<file path="src/rtl/mf3_pkg.sv">
// Shared types and constants for the 3x3 median filter.
// Depends on nothing; imported by every module of the block.
`timescale 1ns / 1ps
`default_nettype none

package mf3_pkg;

  localparam int MAX_WIDTH  = 1024;
  localparam int MAX_HEIGHT = 1024;
  localparam int PIX_W      = 8;
  localparam int COL_W      = $clog2(MAX_WIDTH);
  localparam int ROW_W      = $clog2(MAX_HEIGHT);
  localparam int SIZE_W     = 11;
  localparam int WIN_SIDE   = 3;
  localparam int WIN_SIZE   = WIN_SIDE * WIN_SIDE;
  localparam int CFG_IDX_W  = 1;
  localparam int MIN_SIZE   = 3;

  // Configuration register indexes
  typedef enum logic [CFG_IDX_W-1:0] {
    CFG_FRAME_WIDTH  = 1'b0,
    CFG_FRAME_HEIGHT = 1'b1
  } cfg_reg_t;

  // 3x3 window, entry row*3+col, row 0 oldest line, col 2 newest pixel
  typedef logic [WIN_SIZE-1:0][PIX_W-1:0] win_t;

  // Position tag carried alongside a window through the sorter
  typedef struct packed {
    logic [COL_W-1:0] centre_col;
    logic [ROW_W-1:0] centre_row;
    logic             frame_last;
  } pos_t;

  // Line store word: two rows above ({b, a})
  typedef struct packed {
    logic [PIX_W-1:0] above2;
    logic [PIX_W-1:0] above1;
  } line_word_t;

endpackage

`default_nettype wire

</file>
<file path="src/rtl/mf3_median.sv">
// Pipelined median-of-nine sorter with valid/ready flow control per stage.
// Input register, column sort, row extremes, final median into the output register. Uses mf3_pkg.
`timescale 1ns / 1ps
`default_nettype none

module mf3_median
  import mf3_pkg::*;
(
  input  wire logic             clk,
  input  wire logic             rst_n,
  input  wire logic             in_valid,
  output logic                  in_ready,
  input  wire win_t             in_win,
  input  wire pos_t             in_tag,
  output logic                  out_valid,
  input  wire logic             out_ready,
  output logic [PIX_W-1:0]      out_median,
  output pos_t                  out_tag
);

  typedef struct packed {
    logic [PIX_W-1:0] hi;
    logic [PIX_W-1:0] mid;
    logic [PIX_W-1:0] lo;
  } trio_t;

  function automatic trio_t sort3(input logic [PIX_W-1:0] a, input logic [PIX_W-1:0] b,
                                  input logic [PIX_W-1:0] c);
    logic [PIX_W-1:0] x, y, z, t;
    trio_t res;
    x = a;
    y = b;
    z = c;
    if (x > y) begin t = x; x = y; y = t; end
    if (y > z) begin t = y; y = z; z = t; end
    if (x > y) begin t = x; x = y; y = t; end
    res.lo  = x;
    res.mid = y;
    res.hi  = z;
    return res;
  endfunction

  function automatic logic [PIX_W-1:0] max3(input logic [PIX_W-1:0] a,
                                            input logic [PIX_W-1:0] b,
                                            input logic [PIX_W-1:0] c);
    logic [PIX_W-1:0] m;
    m = (a > b) ? a : b;
    return (m > c) ? m : c;
  endfunction

  function automatic logic [PIX_W-1:0] min3(input logic [PIX_W-1:0] a,
                                            input logic [PIX_W-1:0] b,
                                            input logic [PIX_W-1:0] c);
    logic [PIX_W-1:0] m;
    m = (a < b) ? a : b;
    return (m < c) ? m : c;
  endfunction

  function automatic logic [PIX_W-1:0] med3(input logic [PIX_W-1:0] a,
                                            input logic [PIX_W-1:0] b,
                                            input logic [PIX_W-1:0] c);
    logic [PIX_W-1:0] lo, hi, m;
    lo = (a < b) ? a : b;
    hi = (a < b) ? b : a;
    m  = (hi < c) ? hi : c;
    return (lo > m) ? lo : m;
  endfunction

  // Stage registers
  logic                  a_v_r, b_v_r, c_v_r, o_v_r;
  win_t                  a_win_r;
  pos_t                  a_tag_r, b_tag_r, c_tag_r, o_tag_r;
  trio_t [WIN_SIDE-1:0]  b_col_r;
  trio_t                 c_trio_r;
  logic [PIX_W-1:0]      o_med_r;

  logic a_rdy, b_rdy, c_rdy, o_rdy;
  trio_t [WIN_SIDE-1:0]  col_nxt;
  trio_t                 trio_nxt;

  // Bubble-collapsing ready chain
  assign o_rdy    = !o_v_r || out_ready;
  assign c_rdy    = !c_v_r || o_rdy;
  assign b_rdy    = !b_v_r || c_rdy;
  assign a_rdy    = !a_v_r || b_rdy;
  assign in_ready = a_rdy;

  // Sort each window column
  always_comb begin
    for (int j = 0; j < WIN_SIDE; j++) begin
      col_nxt[j] = sort3(a_win_r[j], a_win_r[WIN_SIDE + j], a_win_r[2*WIN_SIDE + j]);
    end
  end

  // Max of lows, median of mids, min of highs
  always_comb begin
    trio_nxt.lo  = max3(b_col_r[0].lo,  b_col_r[1].lo,  b_col_r[2].lo);
    trio_nxt.mid = med3(b_col_r[0].mid, b_col_r[1].mid, b_col_r[2].mid);
    trio_nxt.hi  = min3(b_col_r[0].hi,  b_col_r[1].hi,  b_col_r[2].hi);
  end

  // Valid bits
  always_ff @(posedge clk) begin
    if (!rst_n) begin
      a_v_r <= 1'b0;
      b_v_r <= 1'b0;
      c_v_r <= 1'b0;
      o_v_r <= 1'b0;
    end else begin
      if (a_rdy) a_v_r <= in_valid;
      if (b_rdy) b_v_r <= a_v_r;
      if (c_rdy) c_v_r <= b_v_r;
      if (o_rdy) o_v_r <= c_v_r;
    end
  end

  // Payload
  always_ff @(posedge clk) begin
    if (a_rdy && in_valid) begin
      a_win_r <= in_win;
      a_tag_r <= in_tag;
    end
    if (b_rdy && a_v_r) begin
      b_col_r <= col_nxt;
      b_tag_r <= a_tag_r;
    end
    if (c_rdy && b_v_r) begin
      c_trio_r <= trio_nxt;
      c_tag_r  <= b_tag_r;
    end
    if (o_rdy && c_v_r) begin
      o_med_r <= med3(c_trio_r.lo, c_trio_r.mid, c_trio_r.hi);
      o_tag_r <= c_tag_r;
    end
  end

  assign out_valid  = o_v_r;
  assign out_median = o_med_r;
  assign out_tag    = o_tag_r;

  // Checks
  a_full_stall: assert property (@(posedge clk) disable iff (!rst_n)
    a_v_r && b_v_r && c_v_r && o_v_r && !out_ready |-> !in_ready)
    else $error("sorter accepted while every stage was blocked");

  a_empty_out_ready: assert property (@(posedge clk) disable iff (!rst_n)
    !o_v_r |-> in_ready)
    else $error("sorter refused input with empty output stage");

  a_b_hold: assert property (@(posedge clk) disable iff (!rst_n)
    b_v_r && !c_rdy |=> b_v_r && $stable(b_col_r) && $stable(b_tag_r))
    else $error("stalled column-sort stage lost its contents");

endmodule

`default_nettype wire
</file>
<file path="config.mk">
export PLATFORM = sky130hd
export DESIGN_NAME = mf3_median
export DESIGN_NICKNAME = d
export VERILOG_FILES = /design/src/rtl/mf3_pkg.sv /design/src/rtl/mf3_median.sv
export SDC_FILE = /design/constraint.sdc
export NUM_CORES = 1
export LEC_CHECK = 0
export ABC_AREA = 1
export BUFFER_PORTS_ARGS = -buffer_cell sky130_fd_sc_hd__buf_2
export CAP_MARGIN = 40
export CORE_UTILIZATION = 40
export DETAILED_ROUTE_END_ITERATION = 6
export SLEW_MARGIN = 20
export SYNTH_ARGS = -nofsm -noshare
export SYNTH_HDL_FRONTEND = slang
export SYNTH_SLANG_ARGS = --single-unit
</file>
<file path="constraint.sdc">
create_clock -name clk -period 5.7 [get_ports clk]
set_input_delay 0.57 -clock clk [delete_from_list [all_inputs] [get_ports clk]]
set_output_delay 0.57 -clock clk [all_outputs]
set_load 0.1 [all_outputs]
</file>
Word-level counts from Yosys, hierarchy flattened --
Index checks and enable logic that the tools add are counted.
Storage, ports and cells: bits in registers 264, input bits 97, output and inout bits 31, word-level logic and storage cells 99
Operators by class: magnitude comparators 19, muxes and demuxes 30, reductions and logical operators 12
Operators by type and width (count):
- $mux 8 | 30
- $gt 8x8->1 | 13
- $lt 8x8->1 | 6
- $logic_and 1x1->1 | 4
- $logic_not 1->1 | 4
- $logic_or 1x1->1 | 4

Longest topological paths before layout --
Gate-level depths: netlist of the first run.
word-level depth 6, depth in mapped cells 32, depth with buffers taken out 30

Worst setup path before layout of the first run --
Ideal clock, no wire load.
path type flip-flop to flip-flop, start reg o_v_r, in the netlist out_valid, end reg a_tag_r[0] in the netlist's numbering, enable pin, library setup time 0.547 ns, arrival time 5.052 ns, data required time 5.153 ns, slack 0.101 ns, stages on the path, launching flop included 10, period minus slack after synthesis 5.599 ns, cells stage by stage dfxtp_1 > inv_1 > nor2_1 > inv_1 > nor2_1 > inv_1 > nor2_1 > inv_1 > nor2_1 > nor2_1
On the way: word-level cells in the longest chain between the ends 6
RTL lines:
- start: declaration | line mf3_median.sv:70 | logic a_v_r, b_v_r, c_v_r, o_v_r;
- start signal: assignment | line mf3_median.sv:113 | if (o_rdy) o_v_r <= c_v_r;
- $logic_not 1->1 | line mf3_median.sv:82 | assign o_rdy = !o_v_r || out_ready;
- $logic_or 1x1->1 | line mf3_median.sv:82
- $logic_or 1x1->1 | line mf3_median.sv:83 | assign c_rdy = !c_v_r || o_rdy;
- $logic_or 1x1->1 | line mf3_median.sv:84 | assign b_rdy = !b_v_r || c_rdy;
- $logic_or 1x1->1 | line mf3_median.sv:85 | assign a_rdy = !a_v_r || b_rdy;
- $logic_and 1x1->1 | line mf3_median.sv:119 | if (a_rdy && in_valid) begin
- end signal: assignment | line mf3_median.sv:121 | a_tag_r <= in_tag;
- end: declaration | line mf3_median.sv:72 | pos_t a_tag_r, b_tag_r, c_tag_r, o_tag_r;
Every way passes these cells. A chain may end at the register's enable or synchronous reset.

==> results of run 1 <==
==> worst register-to-register path: stages, from the launching register on <==
cell      delay, ns
edfxtp_1       0.42
ha_1           0.32
nand2_1        0.09
nor2_1         0.15
nand3_1        0.13
o21ai_4        0.43
buf_4          0.30
nor2_1         0.08
a21oi_2        0.18
ha_1           0.17
nand2_1        0.05
nor2_1         0.11
nand2_1        0.07
o211ai_1       0.07
nand2_1        0.10
inv_1          0.37
buf_4          0.28
nand2_1        0.09
o21ai_2        0.09
ha_1           0.28
nand2_1        0.08
nor2_1         0.05
a211oi_1       0.26
a21oi_2        0.09
buf_4          0.19
inv_1          0.29
o21ai_0        0.16
==> synthesized netlist by cell type, drive strengths merged <==
cell    number
a211oi      10
a21oi      108
a32oi        3
and2         4
buf         20
clkbuf      12
dfxtp        4
edfxtp     260
ha         146
inv        191
nand2      355
nand3       63
nand4        3
nor2        81
nor3         2
o211ai       7
o21a         9
o21ai      158
or2          2
==> kinds of logic after synthesis <==
kind of cell | after synthesis
AND/OR/NAND/NOR | 510
AO/OA/AOI/OAI | 295
adder cells (fa/ha/maj) | 146
flip-flops | 264
buffers and inverters | 223
==> layer usage <==
| metal | wire length (µm) | track usage, % | share of wire, % | vias up |
|---|---|---|---|---|
| li1 | - | - | - | 5241 |
| met1 | 13600 | 21.3 | 46 | 4531 |
| met2 | 13800 | 27.0 | 47 | 176 |
| met3 | 1270 | 2.40 | 4.3 | 43 |
| met4 | 651 | 4.97 | 2.2 | 0 |
| met5 | 0 | 0 | 0 | - |
==> cell type report <==
class	instances	area (µm²)	share of cell area [%]
flip-flops and latches	264	7890	47.3
repair buffers	144	786	4.71
inverters	191	718	4.31
multi-input cells	951	5750	34.5
clock inverters	18	215	1.29
clock buffers	33	741	4.44
well taps	461	577	3.46
==> final timing paths <==
check	start	end	slack, ns	depth (start not counted)
worst max-delay path	a_win_r[23]	b_col_r[49]	0.55	26
worst min register to register	a_tag_r[15]	b_tag_r[15]	0.41	0
worst min-delay path	in_win[18]	a_win_r[18]	0.18	1
worst max register to register	a_win_r[23]	b_col_r[49]	0.55	26
==> what timing repair did <==
| action | 4_1_cts | 5_1_grt |
|---|---|---|
| setup buffers | 0 | 0 |
| gates resized for setup | 0 | 2 |
| hold endpoints to repair | 0 | 0 |
| setup endpoints to repair | 0 | 24 |
==> flip-flops by register name, indices dropped and copies added (netlist names), 8 cells and up <==
register,count
a_tag_r,21
a_win_r,72
b_col_r,72
b_tag_r,21
c_tag_r,21
c_trio_r,24
out_median,8
out_tag,21
==> stage by stage <==
stage,power (mW),utilization (%),setup slack [ns],cell area [µm²]
2_1_floorplan,4.50,-,0.101,14500
3_3_place_gp,5.03,44.0,0.637,15700
3_5_place_dp,5.11,44.0,0.427,15700
4_1_cts,7.02,46.7,0.413,16600
5_1_grt,7.50,46.8,0.0745,16700
6_report,6.95,46.8,0.547,16700
==> layout by cell type (no fill, tap or decap), types with 2 or more instances in the layout <==
| cell type | instances |
|---|---|
| o21ai_2 | 20 |
| or2_2 | 2 |
| o21ai_4 | 5 |
| a211oi_1 | 7 |
| clkinv_1 | 5 |
| buf_2 | 128 |
| nor3_1 | 2 |
| clkinv_4 | 2 |
| dfxtp_1 | 4 |
| a32oi_2 | 2 |
| nand2_2 | 4 |
| nand2_4 | 13 |
| ha_1 | 146 |
| nand3_1 | 61 |
| a21oi_2 | 13 |
| nand4_1 | 3 |
| bufinv_16 | 4 |
| inv_2 | 2 |
| edfxtp_1 | 260 |
| a211oi_2 | 3 |
| clkinvlp_4 | 3 |
| buf_12 | 2 |
| clkbuf_1 | 4 |
| o21a_1 | 9 |
| and2_1 | 4 |
| buf_4 | 14 |
| a21oi_1 | 95 |
| inv_1 | 187 |
| nand3_2 | 2 |
| clkinv_2 | 5 |
| o21ai_1 | 31 |
| nand2_1 | 338 |
| o21ai_0 | 102 |
| clkbuf_16 | 29 |
| nor2_1 | 79 |
| o211ai_1 | 6 |
==> where the power goes <==
part           leakage (nW)  switching, mW  internal [mW]
sequential             2.50         0.0796           2.45
combinational          4.37           1.66          0.880
clock                 0.459          0.760           1.11
total                  7.32           2.50           4.45
==> summary by stage, run 1 <==
Worst setup path
Together, buffers and inverters on the worst path number 5. STA classifies the critical path startpoint as a register. STA puts the critical path data required time at 6.00 ns. In this design, the stage delay of the slowest critical-path cell is 0.43 ns.

The cell family contributing the most delay on the critical path is buffers and inverters. In this run the worst path has a maximum fanout of 19. Data arrives at the worst endpoint at 5.45 ns. The worst setup path is captured at a register. By startpoint and endpoint, the worst setup path is classified as register to register. In this design, the critical path's most frequently occurring cell is nand2_1. The largest individual stage delay along the critical path comes from the cell o21ai_4.

Clock tree
TritonCTS built the clock tree. The clock net in this run drives a total of 264 sinks. Clock latency on the worst-skew pair, taken at its later pin, is 0.57 ns. The count of H-tree levels built during CTS is 1. After clock tree synthesis, the clock-pin slew on the worst setup and hold paths is 0.06 ns.

Counting along the longest clock path gives a buffer depth of 3. The tree is rooted in a clkbuf_16. The number of hold buffers added after cts is 0.

The total clock buffers created by CTS is 29.

Power and ir drop
The peak supply drop is 0.241 mV. The leakage component of the power is 7.32 nW. For this design the ratio of total power to cell area is 417 mW/mm².

Synthesis
Summed over all instances, the cell type with the most area after synthesis is edfxtp_1. The count of yosys warnings during synthesis is 0. The flip-flop and latch count after synthesis is 264. The combinational family with the most area after synthesis is simple AND/OR/NAND/NOR gates. After synthesis, the netlist uses 35 different library cells.

The mapped netlist covers 0.0145 mm². The area fraction in compound gates after synthesis is 12.2%. Measured against the total synthesized area, the mux share comes to 0%. In the synthesized netlist, the number of instances is 1438. After Yosys synthesis, full adders, half adders and majority gates account for 12.6% of the synthesized area. After synthesis, the largest area contributor takes up 53.8% of total cell area.

Of the total synthesized cell area, the portion taken by XOR and XNOR cells is 0%. The synthesized netlist devotes 14.7% of its cell area to simple gates. The sequential share of the synthesized area is 54.3%. The mean cell area of the mapped netlist is 10.1 µm².

Yosys attributes the largest share of cell area to edfxtp_1, ha_1, nand2_1. The number of nets handed over by synthesis was 1681.

STA
At the pin with the least slew margin, the transition time is 0.792 ns. Hold is met by 0.175 ns. The number of pins exceeding their max-slew limit in the final report is 0. The worst-case clock skew is 0.0187 ns. After layout, the worst path uses 90.4% of the clock period.

The timing-limited maximum frequency is 194 MHz. The final-report setup violation count is 0. The worst slew margin relative to its limit is 47.1%. For the final routed database, the setup TNS stands at 0 ns.

Setup repair after global routing left no endpoint under its margin. The shortest clock period the worst path allows after layout is 5.15 ns. The hold violation total from the final report is 0.

Routing
The count of nets left with antenna violations once routing finished came out at 0. The via count is 9991. After detailed routing, the number of vias per cell comes to 4.85. The first-pass iteration count of the detailed router is 6. The total DRC errors in the routed layout is 7. The iteration-0 DRC count of the detailed router is 486. The routed design has 29300 µm of wire. Dividing the detail-routed wire length by the instance count gives 14.2 µm.

Placement
The HPWL after detailed placement is 22500 µm. The cell count after placement is 2010. The congestion estimate from routability-driven global placement came to 0.836. During placement, the flow inserted port buffers numbering 127.

Cells and area
Once layout is complete, the cells apart from fillers number 2062. Compared with the post-synthesis result, the final layout area differs by 14.8%. The net total in the final layout is 1824. The number of antenna cells inserted is 0. Fill cells in the final layout number 3267.

Of the cells placed in the final design, the portion with a size suffix greater than 1 is 16.1%.

Outcome
The final reports fail on design-rule violations. The run finished, with violations left.

GRT
The number of antenna violations at the first check in global routing was 0. After global routing the overflow that remains totals 0. The via count of the first global-routing pass was 9535. The first global-routing pass estimated 46900 µm of wire.

Entering global routing, the biggest net connects 94 pins. The global router's overall resource usage is 16.1%.

Die
The die area is 0.0371 mm². The overall die height is 193 µm. In this run the count of I/O pins placed on the die edge is 128.

The initial core utilization is 40.7%. The core region is 0.0357 mm². The floorplan row count is 69. The horizontal die dimension is 193 µm.

Flow run
The number of violations of the max-capacitance limit is 0.

Hold path
The class of the tightest hold or removal check is primary input to register.
(Power assumes the default switching activity.)
==> run 2, diff against run 1 <==
--- a/config.mk
+++ b/config.mk
@@ -12,2 +12,3 @@
 export DETAILED_ROUTE_END_ITERATION = 6
+export RECOVER_POWER = 100
 export SLEW_MARGIN = 20
==> constraint.sdc (replaced) <==
create_clock -name clk -period 5.7 [get_ports clk]
set_input_delay 0.855 -clock clk [delete_from_list [all_inputs] [get_ports clk]]
set_output_delay 0.855 -clock clk [all_outputs]
set_load 0.1 [all_outputs]
==> summary by stage, run 2 (synthesis gave the netlist of run 1 again) <==
Outcome
The run finished, with violations left. The checks that failed: design-rule violations, max-capacitance violations, max-slew violations.

Worst setup path
STA classifies the critical path startpoint as a register. The top fanout value on the critical path is 31 (+12). The most used cell along the critical path is nand2_1. The critical path is of the register to register type. The data arrival time of the worst path is 5.65 ns (+0.20 ns). The endpoint class of the critical path is a register. The required time at the worst-slack endpoint came to 6.13 ns (+0.13 ns). Traced cell by cell, the critical path runs through inv_1 -> ha_1 -> a21oi_1 -> o21a_1 -> nand2_1 -> o21ai_0 -> ha_1 -> nand2_1 -> nor2_1 -> a211oi_2 -> buf_4 -> nand2_4 -> nand2_1 -> nand2_1 -> ha_1 -> nand2_1 -> o21ai_0 -> nand2_1 -> a32oi_1 -> inv_1 -> or2_2 -> nand2_1. The cell family contributing the most delay on the critical path is compound AO/OA/AOI/OAI gates. The worst reg-to-reg setup slack is 0.48 ns (-0.07 ns). The largest incremental delay on the critical path was 0.55 ns (+0.12 ns). The standard cell with the maximum stage delay on the critical path is o21ai_0. The buffer and inverter count on the worst path was 3 (-2).

Die
The die area was 0.0371 mm² (unchanged). The floorplan row count came to 69 (unchanged). The horizontal die dimension is 193 µm (unchanged). The overall die height is 193 µm (unchanged). The initial core utilization came to 40.7% (unchanged). The area inside the core boundary came to 0.0357 mm² (unchanged). The count of pins on the block boundary is 128 (unchanged).

Cells and area
The largest registers in the layout are a_win_r (72), b_col_r (72), c_trio_r (24). The layout cell share with drive strength beyond 1 is 13.2% (-2.9 points). The finished layout cell area was 0.0166 mm² (-0.68%). The number of antenna cells inserted was 0 (unchanged). Compared with the post-synthesis result, the final layout area differs by 14.0%. The post-layout utilization of the core is 46.4% (-0.32 points).

The top cell types in the final layout, fill and taps aside, are nand2_1, edfxtp_1, inv_1. The net total in the final layout came to 1825 (+0.055%). The number of cells in the finished layout apart from fillers came to 2065 (+0.15%). The total of fill cells in the finished design was 3323 (+1.7%). The most common cell after layout, fill and taps aside is nand2_1.

GRT
The via count of the first global-routing pass is 9717 (+1.9%). The global router's overall resource usage is 16.2% (+0.097 points). The overall overflow remaining after global route came to 0 (unchanged). The number of antenna violations at the first check in global routing is 0 (unchanged). The first-pass GRT wire length came to 47600 µm (+1.4%). The maximum number of pins on one net before global-route repair is 94 (unchanged).

Power and ir drop
The power density of the placed cells is 419 mW/mm² (+0.58%). The post-route total power is 6.94 mW (about the same). The leakage component of the power is 7.21 nW (-1.5%).

The peak supply drop was 0.251 mV (+4.1%).

Placement
The weighted congestion at the end of routability-driven global placement came to 0.881 (+5.4%). The number of buffer cells added on primary ports is 127 (unchanged). The instance area after placement is 0.0157 mm² (+0.13%).

The post-detailed-placement half-perimeter wirelength is 22700 µm (+0.98%). The worst slack after detailed placement is 0.451 ns (+0.0242 ns). The cell count after placement was 2011 (+0.050%).

Clock tree
The total clock buffers created by CTS is 29 (unchanged). The count of H-tree levels built during CTS is 1 (unchanged). The clock latency at the later pin of the worst-skew pair is 0.57 ns (about the same). The buffer cell driving the clock tree root is clkbuf_16. The clock-pin transition on the worst setup and hold timing paths came to 0.06 ns (about the same).

TritonCTS built the clock tree. The total setup buffers inserted after CTS is 0 (unchanged). The number of hold buffers added after cts was 0 (unchanged).

The maximum count of clock buffers along a single path was 3 (unchanged). The number of clock sinks is 264 (unchanged).

Hold path
The class of the tightest hold or removal check is register to register.

Routing
The total wirelength of the detailed-routed design is 29400 µm (+0.44%). The first-pass iteration count of the detailed router is 7 (+1). The remaining number of nets flagged by the antenna check after routing is 0 (unchanged). The iteration-0 DRC count of the detailed router came to 525 (+8.0%). The routed wirelength normalized by instance count is 14.2 µm (+0.29%). The vias per cell is 4.89 (+0.83%). The via count came to 10089 (+0.98%). The total DRC errors in the routed layout is 8 (+1).

STA
The worst slew margin relative to its limit is -56.7% (-100 points). The final sum of negative setup slack is 0 ns (unchanged). The worst setup margin is 0.480 ns (-0.0672 ns). Setup repair after global routing left no endpoint under its margin. The shortest clock period the worst path allows after layout is 5.22 ns (+0.0672 ns).

The worst hold-check slack is 0.416 ns (+0.241 ns). The slew at the pin closest to its max-slew limit is 2.35 ns (+1.56 ns). The ratio of final minimum period to clock period was 91.6% (+1.2 points). The worst-case clock skew is 0.00869 ns (-0.0100 ns). The final-report setup violation count is 0 (unchanged). The number of pins exceeding their max-slew limit in the final report is 170 (+170). The timing-limited maximum frequency was 192 MHz (-1.3%). The hold violation total from the final report came to 0 (unchanged).

Flow run
The number of violations of the max-capacitance limit is 4 (+4).
run 2: power by group:
part | internal, mW | switching, mW
Sequential | 2.45 | 0.0829
Clock | 1.12 | 0.771
Combinational | 0.853 | 1.66
run 2: repair_timing:
item                                    4_1_cts  5_1_grt
endpoints found under the setup margin        0        8
endpoints found under the hold margin         0        0
resized for setup                             0        1
run 2: worst register-to-register path: cells and delay by family, from the launching register on:
kind                       cells  cell delay [ns]
AOI/OAI and AO/OA              6             1.72
and+or+nand+nor               10             1.42
buffers and inverters          3             0.64
DFF                            1             0.42
adders and majority gates      3             0.87
run 2: cell type report:
cell class | count | area [µm²] | share of cell area [%]
Clock buffer | 31 | 733 | 4.43
Clock inverter | 22 | 244 | 1.47
Inverter | 191 | 718 | 4.34
Multi-Input combinational cell | 951 | 5700 | 34.4
Sequential cell | 264 | 7890 | 47.6
Tap cell | 461 | 577 | 3.48
Timing Repair Buffer | 145 | 701 | 4.23
run 2: worst paths after layout:
path / cells after the start / endpoint / startpoint
max: 22 / c_trio_r[8] / b_col_r[39]
min: 0 / b_tag_r[20] / a_tag_r[20]
max reg2reg: 22 / c_trio_r[8] / b_col_r[39]
min reg2reg: 0 / b_tag_r[20] / a_tag_r[20]
run 2: per-layer routing:
metal / global-route usage [%] / routed length (µm) / part of all wire, %
met5: 0 / 0 / 0
met4: 4.21 / 620 / 2.1
met3: 2.38 / 1090 / 3.7
met2: 27.0 / 13800 / 47
met1: 21.9 / 13900 / 47
